### config.mk
export PLATFORM = sky130hd
export DESIGN_NAME = migj_ram
export DESIGN_NICKNAME = d
export VERILOG_FILES = /design/src/rtl/core/matrix_inverse_gauss_jordan_top_macros.svh /design/src/rtl/core/migj_ram.sv
export SDC_FILE = /design/constraint.sdc
export NUM_CORES = 1
export LEC_CHECK = 0
export BUFFER_PORTS_ARGS = -buffer_cell sky130_fd_sc_hd__buf_2
export CELL_PAD_IN_SITES_DETAIL_PLACEMENT = 1
export CELL_PAD_IN_SITES_GLOBAL_PLACEMENT = 1
export CORE_MARGIN = 1
export CORE_UTILIZATION = 27
export CTS_CLUSTER_DIAMETER = 100
export CTS_CLUSTER_SIZE = 10
export DETAILED_ROUTE_END_ITERATION = 10
export MAX_ROUTING_LAYER = met4
export PLACE_DENSITY = 0.49
export SLEW_MARGIN = 25
export SYNTH_ARGS = -nofsm -noshare
export SYNTH_HDL_FRONTEND = slang
export SYNTH_SLANG_ARGS = --single-unit
### constraint.sdc
create_clock -name i_clk -period 13.15 [get_ports i_clk]
set_input_delay 2.63 -clock i_clk [delete_from_list [all_inputs] [get_ports i_clk]]
set_output_delay 2.63 -clock i_clk [all_outputs]
set_load 0.05 [all_outputs]
### src/rtl/core/matrix_inverse_gauss_jordan_top_macros.svh
// ----------------------------------------------------------------------------
// Assertion macros for the Gauss-Jordan inverter
// Shared property forms used by the top module.
// ----------------------------------------------------------------------------
`ifndef MATRIX_INVERSE_GAUSS_JORDAN_TOP_MACROS_SVH
`define MATRIX_INVERSE_GAUSS_JORDAN_TOP_MACROS_SVH

// implication checked on every edge outside reset
`define MIGJ_ASSERT_IMPL(label, clk, rst_n, ante, cons, msg) \
    label: assert property (@(posedge clk) disable iff (!rst_n) (ante) |-> (cons)) \
        else $error(msg);

// next-cycle implication
`define MIGJ_ASSERT_NEXT(label, clk, rst_n, ante, cons, msg) \
    label: assert property (@(posedge clk) disable iff (!rst_n) (ante) |=> (cons)) \
        else $error(msg);

`endif

### src/rtl/core/migj_ram.sv
// ----------------------------------------------------------------------------
// migj_ram
// Generic single-port RAM with registered read data.
// ----------------------------------------------------------------------------
module migj_ram #(
    parameter int WIDTH = 32,
    parameter int DEPTH = 32
) (
    input  logic                     i_clk,
    input  logic                     i_we,
    input  logic [$clog2(DEPTH)-1:0] i_addr,
    input  logic [WIDTH-1:0]         i_wdata,
    output logic [WIDTH-1:0]         o_rdata
);
    logic [WIDTH-1:0] r_mem [DEPTH];

    always_ff @(posedge i_clk) begin
        if (i_we) begin
            r_mem[i_addr] <= i_wdata;
        end
        o_rdata <= r_mem[i_addr];
    end
endmodule

======== After elaboration in Yosys (flattened, before gate mapping) ========
Memory sizes are Yosys's and may differ from the RTL's. A register that Yosys moved wholly into a read port is not among the register bits.
Cells that the tools add are included.
operators by class
  muxes and demuxes ....................... 2
operators by type and width
  cell    number
  $mux 1  2
word-level totals
  bits in registers ....................... 0
  bits in writable memories ............... 1024
  output and inout port bits .............. 32
  memories ................................ 1
memories
  memory  words  bits a word  read ports  clocked after memory_dff  write ports  RTL line        text
  r_mem   32     32           1           1                         1            migj_ram.sv:15  logic [WIDTH-1:0] r_mem [DEPTH];

======== Logic depth before layout (Yosys ltp) ========
Gate-level depths: netlist of the first run.
  word-level depth ........................ 2
  gate-level depth with buffers ........... 8

======== Worst setup path after synthesis of the first run ========
OpenSTA, ideal clock, no wires.
  path type ............................... input to register
  from .................................... in i_addr[1]
  to ...................................... mem r_mem[27][0], enable pin
  library setup time ...................... 0.461 ns
  arrival time ............................ 5.838 ns
  data required time ...................... 12.689 ns
  path slack .............................. 6.851 ns
  stages on the path ...................... 6
  path through ............................ clkbuf_1 -> buf_4 -> buf_2 -> buf_2 -> nand3_1 -> nor3_1
RTL lines
  what         RTL line        text
  from (decl)  migj_ram.sv:11  input logic [$clog2(DEPTH)-1:0] i_addr,
  to (decl)    migj_ram.sv:15
No word-level cell before the write port.

==> results.yml, run 1 <==
placement:
  hpwlAfterDp_um: 58400
  place_congestion: 0.730
  place_ws_ps: 6280
  place.port_buffers: 70
sta:
  setup_viol: 0
  rsz0062_at_grt: "false"
  skew_ps: 17.9
  slew_viol_final: 0
  max-slew-margin-rel: 0.313
  period_share: 0.458
  setup_ws_ps: 7130
  post-route-min-period_ps: 6020
  finalHoldViolations: 0
  setup_tns_ps: 0
  tightest_slew_ps: 1030
  max_freq_mhz: 166
worst_hold_path:
  hold_path_class: "reg -> reg"
  whs_path_depth: 4
floorplan:
  die_y_um: 386
  row_count: 140
  start_util: 0.272
  die_w_um: 386
  fp.coreArea_um2: 146000
  die_area_um2: 149000
  io_pins: 71
synth:
  yosys.cell_types.count: 23
  synth_area_um2: 39700
  yosys_warnings: 0
  yosysSeqAreaShare: 0.790
  synthCells: 2107
  syn_area_per_cell_um2: 18.9
  syn-num-nets: 2146
  synth_seq_cells: 1056
outcome:
  outcome: "finished, final reports clean"
grt:
  grt_pass1_vias: 21500
  grt_pass1_wl_um: 167000
  antenna_found_initial: 10
  grt_max_degree: 125
  grt-ovfl-total: 0
  grt.total_usage: 0.165
cts:
  cts_post_setup_buffers_inserted: 0
  clkTransAtPathRegs_ps: 60
  cts_root_buffer: "clkbuf_16"
  hold_buffers: 0
  tritoncts: "yes"
  cts.sinks: 1056
  htreeDepth: 3
  numCtsBuffers: 116
  cts-resized-gates: 0
  insertion_delay_ps: 720
  cts_max_path_buffers: 3
route:
  drtIter0Drc: 1624
  drtPass1Iterations: 7
  avgRoutedWirePerCell_um: 28.3
  avgViaCountPerCell: 4.84
  drcViolationCount: 0
  ant_nets: 0
  wl_um: 120000
  via_count: 20500
job:
  maxCapViolations: 0
critical_path:
  critPathArrivalTime_ps: 6620
  worst-path-max-fanout: 63
  reg2reg_setup_slack_ps: 11260
  critPathLaunchType: "primary input"
  cp-end-kind: "flop"
  required_ps: 13750
  crit_type: "in -> reg"
  reg2reg_depth: 4
pwr:
  power.leakage_nw: 15.4
  total_power_mw: 7.09
  ir_drop_uv: 106
  power_density_nw_per_um2: 154
finish:
  multi_input_area_um2: 7960
  nNetsFinal: 2264
  ff_latch_area_um2: 31400
  fillerInstances: 14700
  drive_gt1_frac: 0.128
  post-route-util: 0.315
  area_delta_synth_final_pct: 15.6
[registers in the layout (all words and copies together), names as in the netlist]
name,count
o_rdata,32
r_mem,1024
[critical path, stage by stage]
cell and delay (ps):
buf_8 480, buf_4 770, buf_4 770, buf_4 840, mux2i_1 320, o22ai_1 120, nor4_1 420, nand2_1 80
[Yosys cell counts, drive strengths merged]
cell type | count | area share
nand2 | 34 | 0.0032
clkbuf | 23 | 0.0022
mux2i | 512 | 0.13
dfxtp | 32 | 0.016
nor2 | 29 | 0.0027
nand3b | 4 | 0.00076
buf | 103 | 0.016
nand4bb | 6 | 0.0017
nand4 | 1 | 0.00016
or3 | 1 | 0.00016
edfxtp | 1024 | 0.77
or3b | 3 | 0.00066
o22ai | 256 | 0.040
nor4 | 64 | 0.010
nor3 | 4 | 0.00050
or4b | 4 | 0.0013
nand3 | 2 | 0.00025
or4 | 1 | 0.00028
nand4b | 4 | 0.00088
[kinds of logic (layout without fill, tap and decap cells)]
logic type      Yosys count  in the layout  synth area share
compound gates          256            256            0.0403
buf+inv                 126            333            0.0182
flops                  1056           1056             0.790
mux                     512            512             0.129
other cells               0              9                 0
simple gates            157            157            0.0227
[cell usage in the layout (no fill, tap or decap), drive strengths merged]
cell type	synthesis	layout
or3	1	1
o22ai	256	256
or4	1	1
nand4bb	6	6
edfxtp	1024	1024
nand3b	4	4
nor4	64	64
buf	103	126
inv	0	3
clkinvlp	0	1
nand2	34	34
nand3	2	2
nor2	29	29
mux2i	512	512
nand4	1	1
nand4b	4	4
dfxtp	32	32
clkbuf	23	202
or3b	3	3
nor3	4	4
or4b	4	4
diode	0	9
clkinv	0	1
[per-layer routing]
metal	routed length, um	share of wire	GRT usage
met5	0	0	-
met4	2240	0.019	0.0413
met3	4840	0.040	0.0244
met2	58200	0.48	0.268
met1	54900	0.46	0.217
[report_power, final]
part | total (mW) | internal (mW) | switching, mW | leakage, nW
logic | 0.355 | 0.0963 | 0.259 | 4.33
registers | 3.76 | 3.75 | 0.0175 | 9.49
clock network | 2.98 | 1.69 | 1.29 | 1.60
total | 7.09 | 5.53 | 1.57 | 15.4
[final cells by class]
class                           instances  share of cell area
Sequential cell                      1056               0.683
Tap cell                             1917              0.0522
Clock inverter                          5             0.00133
Antenna cell                            9            0.000490
Multi-Input combinational cell        925               0.173
Clock buffer                          202              0.0721
Timing Repair Buffer                  126              0.0173
[worst paths after layout]
check / start / end
worst max-delay path: i_addr[1] / o_rdata[27]
worst min-delay path: r_mem[9][17] / o_rdata[17]
worst max register to register: r_mem[31][23] / o_rdata[23]
worst min register to register: r_mem[9][17] / o_rdata[17]
[metrics by stage]
step | hold WS [ps] | area, um2 | instances
finish | 665 | 45900 | 4240
global route | 714 | 45900 | 4239
CTS | 670 | 45900 | 4231
detailed placement | 658 | 42500 | 4024
global placement | 646 | 42500 | 4024
floorplan | 576 | 39700 | 2107
Note: power is estimated with default switching activity, not from simulation.
==> inputs of run 2 (changes only) <==
ABC_AREA = 1   (was not set)
PLACE_DENSITY = 0.52   (was 0.49)
clock period = 6.2 ns   (was 13.15 ns; I/O delays follow)
==> results.yml, run 2 <==
cts:
  htreeDepth: 3
  cts.sinks: 1056
  cts-resized-gates: 0
  cts_post_setup_buffers_inserted: 0
  numCtsBuffers: 115
  insertion_delay_ps: 730
  tritoncts: "yes"
  cts_root_buffer: "clkbuf_16"
  cts_max_path_buffers: 3
  clkTransAtPathRegs_ps: 60
  hold_buffers: 0
grt:
  antenna_found_initial: 11
  use_met2: 0.282
  grt_pass1_wl_um: 201000
  use_met1: 0.233
  grt-ovfl-total: 0
  grt-busiest-layer: "met2"
  grt_max_degree: 156
  grt_util_met3: 0.0244
  grt.total_usage: 0.175
  grt_pass1_vias: 28900
sta:
  post-route-min-period_ps: 3520
  setup_tns_ps: 0
  max-slew-margin-rel: 0.281
  finalHoldViolations: 0
  setup_viol: 0
  tightest_slew_ps: 1080
  slew_viol_final: 0
  max_freq_mhz: 284
  rsz0062_at_grt: "false"
  period_share: 0.567
  skew_ps: 26.5
pwr:
  power.leakage_nw: 19.9
  power_density_nw_per_um2: 310
  ir_drop_uv: 200
finish:
  final_common_cell: "nand2_1"
  reg_top3: "r_mem: 1024 flops, o_rdata: 32 flops"
  area_delta_synth_final_pct: 15.1
  multi_input_area_um2: 11000
  drive_gt1_frac: 0.0733
  top_register: "r_mem"
  largest_reg_flops: 1024
  layout_common_cells: "nand2_1, edfxtp_1, clkbuf_16, clkbuf_1, buf_2"
  antennaDiodeCount: 0
  nNetsFinal: 4197
  stdcell_count: 6302
  fillerInstances: 17300
  ff_latch_area_um2: 31400
critical_path:
  worst-path-max-fanout: 118
  max_stage_delay_ps: 720
  crit_type: "in -> reg"
  critPathLaunchType: "primary input"
  cpMostUsedCell: "buf_4"
  cp-end-kind: "flop"
  required_ps: 6590
  path_buf_inv: 4
  cp_cell_sequence: "buf_8, inv_8, nand3_1, buf_4, nor2_4, buf_4"
  cp_slowest_cell: "nor2_4"
  critPathArrivalTime_ps: 3910
  crit_family: "buffers and inverters"
floorplan:
  start_util: 0.273
  die_w_um: 401
  io_pins: 71
  fp.coreArea_um2: 157000
  row_count: 145
  die_area_um2: 161000
  die_y_um: 401
synth:
  yosys.area.top_type_share: 0.717
  synth_edf_count: 1024
  synth_flop_cell: "edfxtp_1"
  synth_most_common_cell: "nand2_1"
  syn-num-nets: 4130
  synth_area_leaders: "edfxtp_1, nand2_1, dfxtp_1"
  synthCells: 4091
  synth_area_um2: 42900
  synth_seq_cells: 1056
  yosys-top-cells-count: "nand2_1, edfxtp_1, clkbuf_1"
  yosys.cell_types.count: 13
  syn_area_per_cell_um2: 10.5
  synth-async-reset-ratio: 0
  yosysSeqAreaShare: 0.731
  yosys.area.top_type: "edfxtp_1"
  yosys_warnings: 0
route:
  ant_nets: 0
  avgRoutedWirePerCell_um: 21.8
  wl_um: 137000
  drtIter0Drc: 1693
  via_count: 28300
  drcViolationCount: 0
  drtPass1Iterations: 5
  avgViaCountPerCell: 4.49
worst_hold_path:
  hold_path_class: "reg -> reg"
outcome:
  outcome: "finished, final reports clean"
placement:
  place.port_buffers: 70
  place_congestion: 0.741
  dpl.cell_count: 6099
  hpwlAfterDp_um: 75300
job:
  maxCapViolations: 0
-- run 2: cell types whose count changed in the layout (fill, tap and decap cells not counted), sizes merged, moves of 14 or more --
cell	delta
nor2	+67
inv	+14
buf	+18
nor4	-64
o22ai	-256
mux2i	-512
nand2	+2686
-- run 2: final timing paths --
kind | startpoint | endpoint | slack, ps | cells after the start
max | i_addr[0] | r_mem[20][3] | 2680 | 6
min | r_mem[0][23] | o_rdata[23] | 710 | 8
max reg2reg | r_mem[27][25] | o_rdata[25] | 4760 | 8
min reg2reg | r_mem[0][23] | o_rdata[23] | 710 | 8
-- run 2: worst min-delay path, stage by stage (launching register included) --
cell and delay, ps:
edfxtp_1 320, nand2_1 50, nand2_1 50, nand2_1 40, nand2_1 50, nand2_1 50
nand2_1 50, nor2_1 40, nand2_1 40
-- run 2: where the power goes --
group          switching (mW)  internal (mW)
combinational           0.785          0.205
clock                    2.81           3.51
sequential             0.0470           7.94
total                    3.64           11.7
-- run 2: per-layer routing --
layer,vias up,part of all wire,routed length (um)
met3,170,0.034,4640
met1,14300,0.47,64600
met2,422,0.47,65200
met5,-,0,0
met4,0,0.021,2930
li1,13400,-,-
-- run 2: kinds of logic (layout without fill, tap and decap cells) --
group / count (synthesis) / after routing / share of synthesized area
flip-flops: 1056 / 1056 / 0.731
AND/OR/NAND/NOR: 2828 / 2828 / 0.249
buffers and inverters: 207 / 360 / 0.0201
-- run 2: layout make-up --
class	instances	area share
inverters	13	0.00129
clock inverters	6	0.00187
multi-input cells	2828	0.222
flip-flops and latches	1056	0.635
repair buffers	144	0.0225
clock buffers	197	0.0649
well taps	2058	0.0521
-- run 2: per-stage QoR --
step                      utilization  instance area, um2  hold slack (ps)  total power [mW]  setup WS [ps]
after detailed placement        0.294               46100              703              9.16           1860
after global placement          0.294               46100              690              9.15           1880
final                           0.315               49400              709              15.3           2680
after floorplan                     -               42900              645              8.68           2280
after global routing            0.315               49400              783              15.8           2560
after CTS                       0.315               49400              721              15.5           2650
