## src/rtl/core/matrix_inverse_gauss_jordan_top_macros.svh

```systemverilog
// ----------------------------------------------------------------------------
// Assertion macros for the Gauss-Jordan inverter
// Shared property forms used by the top module.
// ----------------------------------------------------------------------------
`ifndef MATRIX_INVERSE_GAUSS_JORDAN_TOP_MACROS_SVH
`define MATRIX_INVERSE_GAUSS_JORDAN_TOP_MACROS_SVH

// implication checked on every edge outside reset
`define MIGJ_ASSERT_IMPL(label, clk, rst_n, ante, cons, msg) \
    label: assert property (@(posedge clk) disable iff (!rst_n) (ante) |-> (cons)) \
        else $error(msg);

// next-cycle implication
`define MIGJ_ASSERT_NEXT(label, clk, rst_n, ante, cons, msg) \
    label: assert property (@(posedge clk) disable iff (!rst_n) (ante) |=> (cons)) \
        else $error(msg);

`endif

```

## src/rtl/core/migj_pkg.sv

```systemverilog
// ----------------------------------------------------------------------------
// migj_pkg
// Types, constants and helpers for the Gauss-Jordan inverter.
// ----------------------------------------------------------------------------
package migj_pkg;
    localparam int MAX_SIZE      = 4;
    localparam int FRACTION_BITS = 16;
    localparam int STORE_DEPTH   = 2 * MAX_SIZE * MAX_SIZE;
    localparam int ADDR_W        = $clog2(STORE_DEPTH);
    localparam int IDX_W         = $clog2(MAX_SIZE) + 1;
    localparam int CNT_W         = $clog2(MAX_SIZE * MAX_SIZE + 1);
    localparam int COL_W         = $clog2(2 * MAX_SIZE) + 1;
    localparam int DIV_W         = 32 + FRACTION_BITS + 1;
    localparam int DIVC_W        = $clog2(DIV_W + 1);
    localparam int PROD_W        = 64 - FRACTION_BITS;

    localparam logic [31:0] ONE_Q = 32'(64'd1 << FRACTION_BITS);

    typedef enum logic [0:0] {
        REG_MATRIX_SIZE = 1'b0
    } t_reg_idx;

    typedef enum logic [3:0] {
        ST_LOAD,
        ST_IDENT,
        ST_PIV_RD,
        ST_PIV_WAIT,
        ST_PIV_DIV,
        ST_ROW_RD,
        ST_ROW_WAIT,
        ST_ROW_DIV,
        ST_EL_RD,
        ST_EL_WAIT,
        ST_EL_MUL,
        ST_EL_WR,
        ST_OUT_RD,
        ST_OUT_WAIT,
        ST_OUT_HOLD
    } t_state;

    typedef struct packed {
        logic                     start;
        logic signed [DIV_W-1:0]  num;
        logic signed [32:0]       den;
    } t_div_req;

    typedef struct packed {
        logic               done;
        logic signed [DIV_W-1:0] quo;
    } t_div_rsp;

    function automatic logic [31:0] sat32(input logic signed [DIV_W+16:0] v,
                                          output logic sat);
        sat = 1'b0;
        if (v > $signed({{(DIV_W-15){1'b0}}, 32'h7fffffff})) begin
            sat = 1'b1;
            return 32'h7fffffff;
        end else if (v < -$signed({{(DIV_W-15){1'b0}}, 32'h80000000})) begin
            sat = 1'b1;
            return 32'h80000000;
        end
        return v[31:0];
    endfunction
endpackage

```

## src/rtl/core/migj_div.sv

```systemverilog
// ----------------------------------------------------------------------------
// migj_div
// Signed restoring divider, one quotient bit per cycle, truncating to zero.
// ----------------------------------------------------------------------------
module migj_div (
    input  logic                i_clk,
    input  logic                i_rst_n,
    input  migj_pkg::t_div_req  i_req,
    output migj_pkg::t_div_rsp  o_rsp
);
    import migj_pkg::*;

    logic [DIV_W-1:0]  r_quo, n_quo;
    logic [32:0]       r_rem, n_rem;
    logic [32:0]       r_den, n_den;
    logic              r_neg, n_neg;
    logic [DIVC_W-1:0] r_cnt, n_cnt;
    logic              r_busy, n_busy;
    logic              r_done, n_done;
    logic [33:0]       w_trial;
    logic [DIV_W-1:0]  w_anum;

    always_comb begin
        n_quo  = r_quo;
        n_rem  = r_rem;
        n_den  = r_den;
        n_neg  = r_neg;
        n_cnt  = r_cnt;
        n_busy = r_busy;
        n_done = 1'b0;
        w_anum = i_req.num[DIV_W-1] ? DIV_W'(-i_req.num) : DIV_W'(i_req.num);
        w_trial = {r_rem, r_quo[DIV_W-1]} - {1'b0, r_den};
        if (i_req.start) begin
            n_quo  = w_anum;
            n_rem  = '0;
            n_den  = i_req.den[32] ? 33'(-i_req.den) : 33'(i_req.den);
            n_neg  = i_req.num[DIV_W-1] ^ i_req.den[32];
            n_cnt  = DIVC_W'(DIV_W);
            n_busy = 1'b1;
        end else if (r_busy) begin
            if (!w_trial[33]) begin
                n_rem = w_trial[32:0];
                n_quo = {r_quo[DIV_W-2:0], 1'b1};
            end else begin
                n_rem = {r_rem[31:0], r_quo[DIV_W-1]};
                n_quo = {r_quo[DIV_W-2:0], 1'b0};
            end
            n_cnt = r_cnt - 1'b1;
            if (r_cnt == DIVC_W'(1)) begin
                n_busy = 1'b0;
                n_done = 1'b1;
            end
        end
    end

    always_ff @(posedge i_clk) begin
        if (!i_rst_n) begin
            r_busy <= 1'b0;
            r_done <= 1'b0;
        end else begin
            r_busy <= n_busy;
            r_done <= n_done;
        end
        r_quo <= n_quo;
        r_rem <= n_rem;
        r_den <= n_den;
        r_neg <= n_neg;
        r_cnt <= n_cnt;
    end

    assign o_rsp.done = r_done;
    assign o_rsp.quo  = r_neg ? -$signed(r_quo) : $signed(r_quo);
endmodule

```

## config.mk

```make
export PLATFORM = sky130hd
export DESIGN_NAME = migj_div
export DESIGN_NICKNAME = d
export VERILOG_FILES = /design/src/rtl/core/matrix_inverse_gauss_jordan_top_macros.svh /design/src/rtl/core/migj_pkg.sv /design/src/rtl/core/migj_div.sv
export SDC_FILE = /design/constraint.sdc
export NUM_CORES = 1
export LEC_CHECK = 0
export ABC_AREA = 1
export BUFFER_PORTS_ARGS = -buffer_cell sky130_fd_sc_hd__buf_2
export CORE_MARGIN = 2
export CORE_UTILIZATION = 35
export CTS_BUF_LIST = sky130_fd_sc_hd__clkbuf_8 sky130_fd_sc_hd__clkbuf_16
export DETAILED_ROUTE_END_ITERATION = 16
export PLACE_DENSITY = 0.49
export SETUP_SLACK_MARGIN = 0.02
export SYNTH_ARGS = -nofsm -noshare
export SYNTH_HDL_FRONTEND = slang
export SYNTH_SLANG_ARGS = --single-unit
```

## constraint.sdc

```tcl
create_clock -name i_clk -period 2.5 [get_ports i_clk]
set_input_delay 0.25 -clock i_clk [delete_from_list [all_inputs] [get_ports i_clk]]
set_output_delay 0.25 -clock i_clk [all_outputs]
set_load 0.01 [all_outputs]
```

* Word-level counts from Yosys, hierarchy flattened *
Cells that the tools add are included.
Widths: inputs -> output; s select.

word-level totals
  input bits = 85
  output and inout port bits = 50
  bits in registers = 124
  logic and storage cells = 30

operators by class
  bitwise operators = 3
  muxes and demuxes = 11
  equal/unequal tests = 1
  add/subtract/negate cells = 5
  reduce and logical (&&, ||, !) cells = 2

operators with widths
  cell                 count
  $mux 49              4
  $neg 49->49          2
  $sub 34x33->34       1
  $mux 33              1
  $neg 33->33          1
  $mux 32              1
  $eq 6x1->1 const B   1
  $sub 6x1->6 const B  1
  $mux 1               5
  $reduce_or 3->1      1
  $not 1->1            2
  $reduce_bool 2->1    1
  $xor 1x1->1          1

* Logic depth before layout (Yosys ltp) *
  depth after elaboration = 4
  gate-level depth with buffers = 18
  mapped depth without buffers = 17

* Least setup slack after synthesis *
OpenSTA, ideal clock, no wires.

  kind = flip-flop to flip-flop
  start = register r_quo[48]
  end = register r_rem[20]
  path buffers = 0
  setup time = 0.113 ns
  clock period less this slack = 2.040 ns
  arrival time = 1.927 ns
  data required time = 2.387 ns
  stages on the path, launching flop included = 17
  slack = 0.460 ns
  path through = edfxtp_1 > inv_1 > ha_1 > fa_1 > nand3b_1 > nand2_1 > nand2_1 > nand2_1 > nand2_1 > nand2_1 > nand3_1 > nand2_1 > nand2_1 > nand2_1 > nand2_1 > nand3_1 > nand2_1

on the way
  longest elaborated chain between the ends = 2

RTL lines
  element                 RTL line        RTL
  start, declared         migj_div.sv:13  logic [DIV_W-1:0] r_quo, n_quo;
  start signal, assigned  migj_div.sv:64  r_quo <= n_quo;
  $sub 34x33->34          migj_div.sv:32  w_trial = {r_rem, r_quo[DIV_W-1]} - {1'b0, r_den};
  $mux 33                 migj_div.sv:41  if (!w_trial[33]) begin
  end signal, assigned    migj_div.sv:65  r_rem <= n_rem;
  end, declared           migj_div.sv:14  logic [32:0] r_rem, n_rem;

No other way between the ends.
A chain may end at the register's enable or synchronous reset.

==> impl_metrics.csv <==
group,metric,value,unit
sta,max_slew_margin,61.27,%
yosys,syn_area_per_cell,6.286,sq um
detailed_routing,wl,40790,um
detailed_routing,vias,12210,
clocking,cts_tree,"yes",
yosys,synth_top_area_share,21.46,%
place,gp_congestion,0.9281,
outcome,status,"finished, violations left",
setup_path,critical_path_required,2.25,ns
floorplan,io_pins,135,
yosys,synth.largest_area_cell,"edfxtp_1",
clocking,clock-root-buffer,"clkbuf_16",
yosys,ys_seq_area_share,28.52,%
sta,setup_violations,26,
power,ir_worst_vdd,0.3733,mV
power,p_leak,7.447,nW
global_routing,groute.usage.overall,23.85,%
yosys,synth_nets,1972,
setup_path,r2r_cells,13,
floorplan,die_w,186.2,um
clocking,cts_max_level,4,
final_layout,stdcell_area,0.01468,sq mm
outcome,violations,"negative setup slack",
clocking,ctsHoldBuffers,0,
floorplan,start_util,35.61,%
sta,finalHoldViolations,0,
final_layout,layout_commonest_cell,"nand2_1",
final_layout,instances_no_fill,2523,
sta,rsz0062_at_grt,"true",
floorplan,rows,66,
place,dp_hpwl,31800,um
setup_path,path_delay_family,"simple AND/OR/NAND/NOR gates",
setup_path,endpoint_kind,"primary output",
setup_path,arrival,2.51,ns
sta,period_share,110.5,%
yosys,async_flop_share,0,%
sta,fmax,0.3619,GHz
detailed_routing,route.detailed.drc,0,
clocking,cts_num_sinks,124,
yosys,synth-edff-count,83,
yosys,synth_area,0.01162,sq mm
hold_path,hold_class,"in -> reg",
power,power.density,470.3,mW/mm^2
setup_path,path_buf_inv,5,
final_layout,final_cell_mix,"nand2_1, inv_1, nand3_1, nor2_1, buf_2",
global_routing,grt_pass1_vias,11927,
final_layout,nFillCells,3499,
final_layout,syn_to_final_growth,26.38,%
clocking,clk_latency,0.44,ns
detailed_routing,antenna_left,0,
setup_path,cp_max_fo,3,
yosys,synthCells,1848,
job,maxCapViolCount,0,
global_routing,grt.overflow.total,0,
setup_path,crit_slowest_cell,"edfxtp_1",
floorplan,die_h,186.2,um
clocking,clk_pin_slew,0.07,ns
setup_path,worstPathCellList,"nor2_4 > buf_6 > nand2_4 > nor2_4 > inv_4 > nor2_4 > inv_2 > nor2_4 > buf_4 > nand3_2 > o21ai_2 > xor2_2 > buf_2",
global_routing,antenna_found_initial,0,
clocking,cts_buffers,17,
hold_path,hold_start,"i_rst_n",
place,pre_cts_ws,0.004952,ns
yosys,synth_area_leaders,"edfxtp_1, nand2_1, inv_1",
global_routing,grt_first_pass_wirelength,63020,um
setup_path,r2r_setup_slack,0.21,ns
yosys,ys_types,45,
hold_path,min_to,"r_busy",
detailed_routing,drtIter0Drc,661,
sta,fin_ws,-0.2630,ns
hold_path,min_path_cells,3,
yosys,ys_ff_latch,124,
final_layout,antenna-diode-count,0,
setup_path,critical_path_class,"reg -> out",
detailed_routing,dr.pass1.iters,6,
setup_path,cp-start-kind,"flip-flop",
detailed_routing,post_drt_via_cell_ratio,4.839,
place,dp_cells,2435,
setup_path,regToRegStartpoint,"r_den[12]",
place,dpl-instance-area,0.01311,sq mm
global_routing,grt_max_degree,60,
setup_path,max_stage_delay,0.43,ns
final_layout,fin_nets,2192,
setup_path,crit_top_cell,"nor2_4",
detailed_routing,wl_per_cell,16.17,um
sta,slew_viol_final,0,
clocking,cts_buffer_depth,2,
sta,finClkSkew,0.01630,ns
setup_path,worstReg2RegEnd,"r_quo[0]",
yosys,synthFlopType,"edfxtp_1",
final_layout,drive_above_1_share,20.52,%
sta,worst_pin_slew,0.5749,ns
floorplan,coreArea,0.03262,sq mm
place,port-buffer-count,134,
sta,finalCriticalPeriod,2.763,ns
yosys,yosysWarnings,0,
floorplan,fp.dieArea,0.03466,sq mm
[timing repair]
action / CTS / global route
resized for setup: 102 / 59
endpoints found under the setup margin: 35 / 61
hold endpoints to repair: 0 / 0
pin swaps: 48 / 48
buffers inserted: 41 / 16
[per-stage QoR]
stage	total power [mW]	hold slack (ns)	TNS, ns	utilization, %
6_report	6.905	0.04620	-3.414	45.01
5_1_grt	7.250	0.03181	-7.465	45.01
4_1_cts	6.858	0.02643	-4.345	43.94
3_5_place_dp	4.261	0.4565	0	40.20
3_3_place_gp	4.264	0.4535	0	40.20
2_1_floorplan	3.535	0.3489	0	-
[sequential cells by signal, summed over array words and instances, names as in the netlist]
name	flops
r_neg	1
r_done	1
r_rem	33
r_busy	1
r_cnt	6
r_quo	49
r_den	33
[kinds of logic (layout without fill, tap and decap cells)]
| group | after synthesis | after routing | share of synthesized area [%] |
|---|---|---|---|
| AND/OR/NAND/NOR | 1070 | 1070 | 40.06 |
| buffers and inverters | 368 | 601 | 12.23 |
| AO/OA/AOI/OAI | 129 | 129 | 6.032 |
| flip-flops | 124 | 124 | 28.52 |
| XOR/XNOR | 118 | 118 | 8.897 |
| adder cells (fa/ha/maj) | 39 | 39 | 4.265 |
[report_power, final]
| group | switching, mW | leakage [nW] | internal, mW | total, mW |
|---|---|---|---|---|
| clock network | 0.975 | 0.291 | 1.41 | 2.39 |
| logic | 1.25 | 5.99 | 0.764 | 2.01 |
| registers | 0.118 | 1.17 | 2.39 | 2.51 |
| total | 2.34 | 7.45 | 4.57 | 6.90 |
[routing by layer]
layer	GRT usage, %	wire length [um]	vias to the layer above
met2	42.29	20050	297
met1	29.50	17920	5581
met3	2.317	1365	76
li1	-	-	6256
met5	0	0	-
met4	10.20	1450	0
[how the worst max path moves through the flow]
stage          slack (ns)         to  startpoint  cells after the start
3_3_place_gp        0.007  o_rsp[40]   r_quo[31]                     10
6_report            -0.26  o_rsp[22]    r_quo[3]                     13
4_1_cts             -0.24  o_rsp[33]    r_quo[2]                     10
5_1_grt             -0.36  o_rsp[22]    r_quo[3]                     13
3_5_place_dp        0.005  o_rsp[40]   r_quo[35]                     10
2_1_floorplan        0.46  r_rem[20]   r_quo[48]                     16
[cell type report]
cell class	instances	area (sq um)	area share, %
Clock inverter	11	51.30	0.3494
Multi-Input combinational cell	1356	7421	50.55
Inverter	326	1229	8.370
Sequential cell	124	3313	22.57
Timing Repair Buffer	243	1610	10.97
Clock buffer	21	503.0	3.426
Tap cell	442	553.0	3.767
[Yosys cell counts (all sizes together), types with 9 or more instances]
master  count
nand2     592
inv       325
nor2      197
nand3     176
xor2       89
o21ai      84
edfxtp     83
dfxtp      41
ha         38
nand4      37
nor3       31
a21oi      29
xnor2      29
clkbuf     26
buf        16
nand3b     15
nor4        9
[tightest hold or removal path, stage by stage]
cell	delay (ns)
buf_2	0.10
inv_1	0.06
a21oi_1	0.04
No activity file was read; power rests on OpenSTA's default activity.
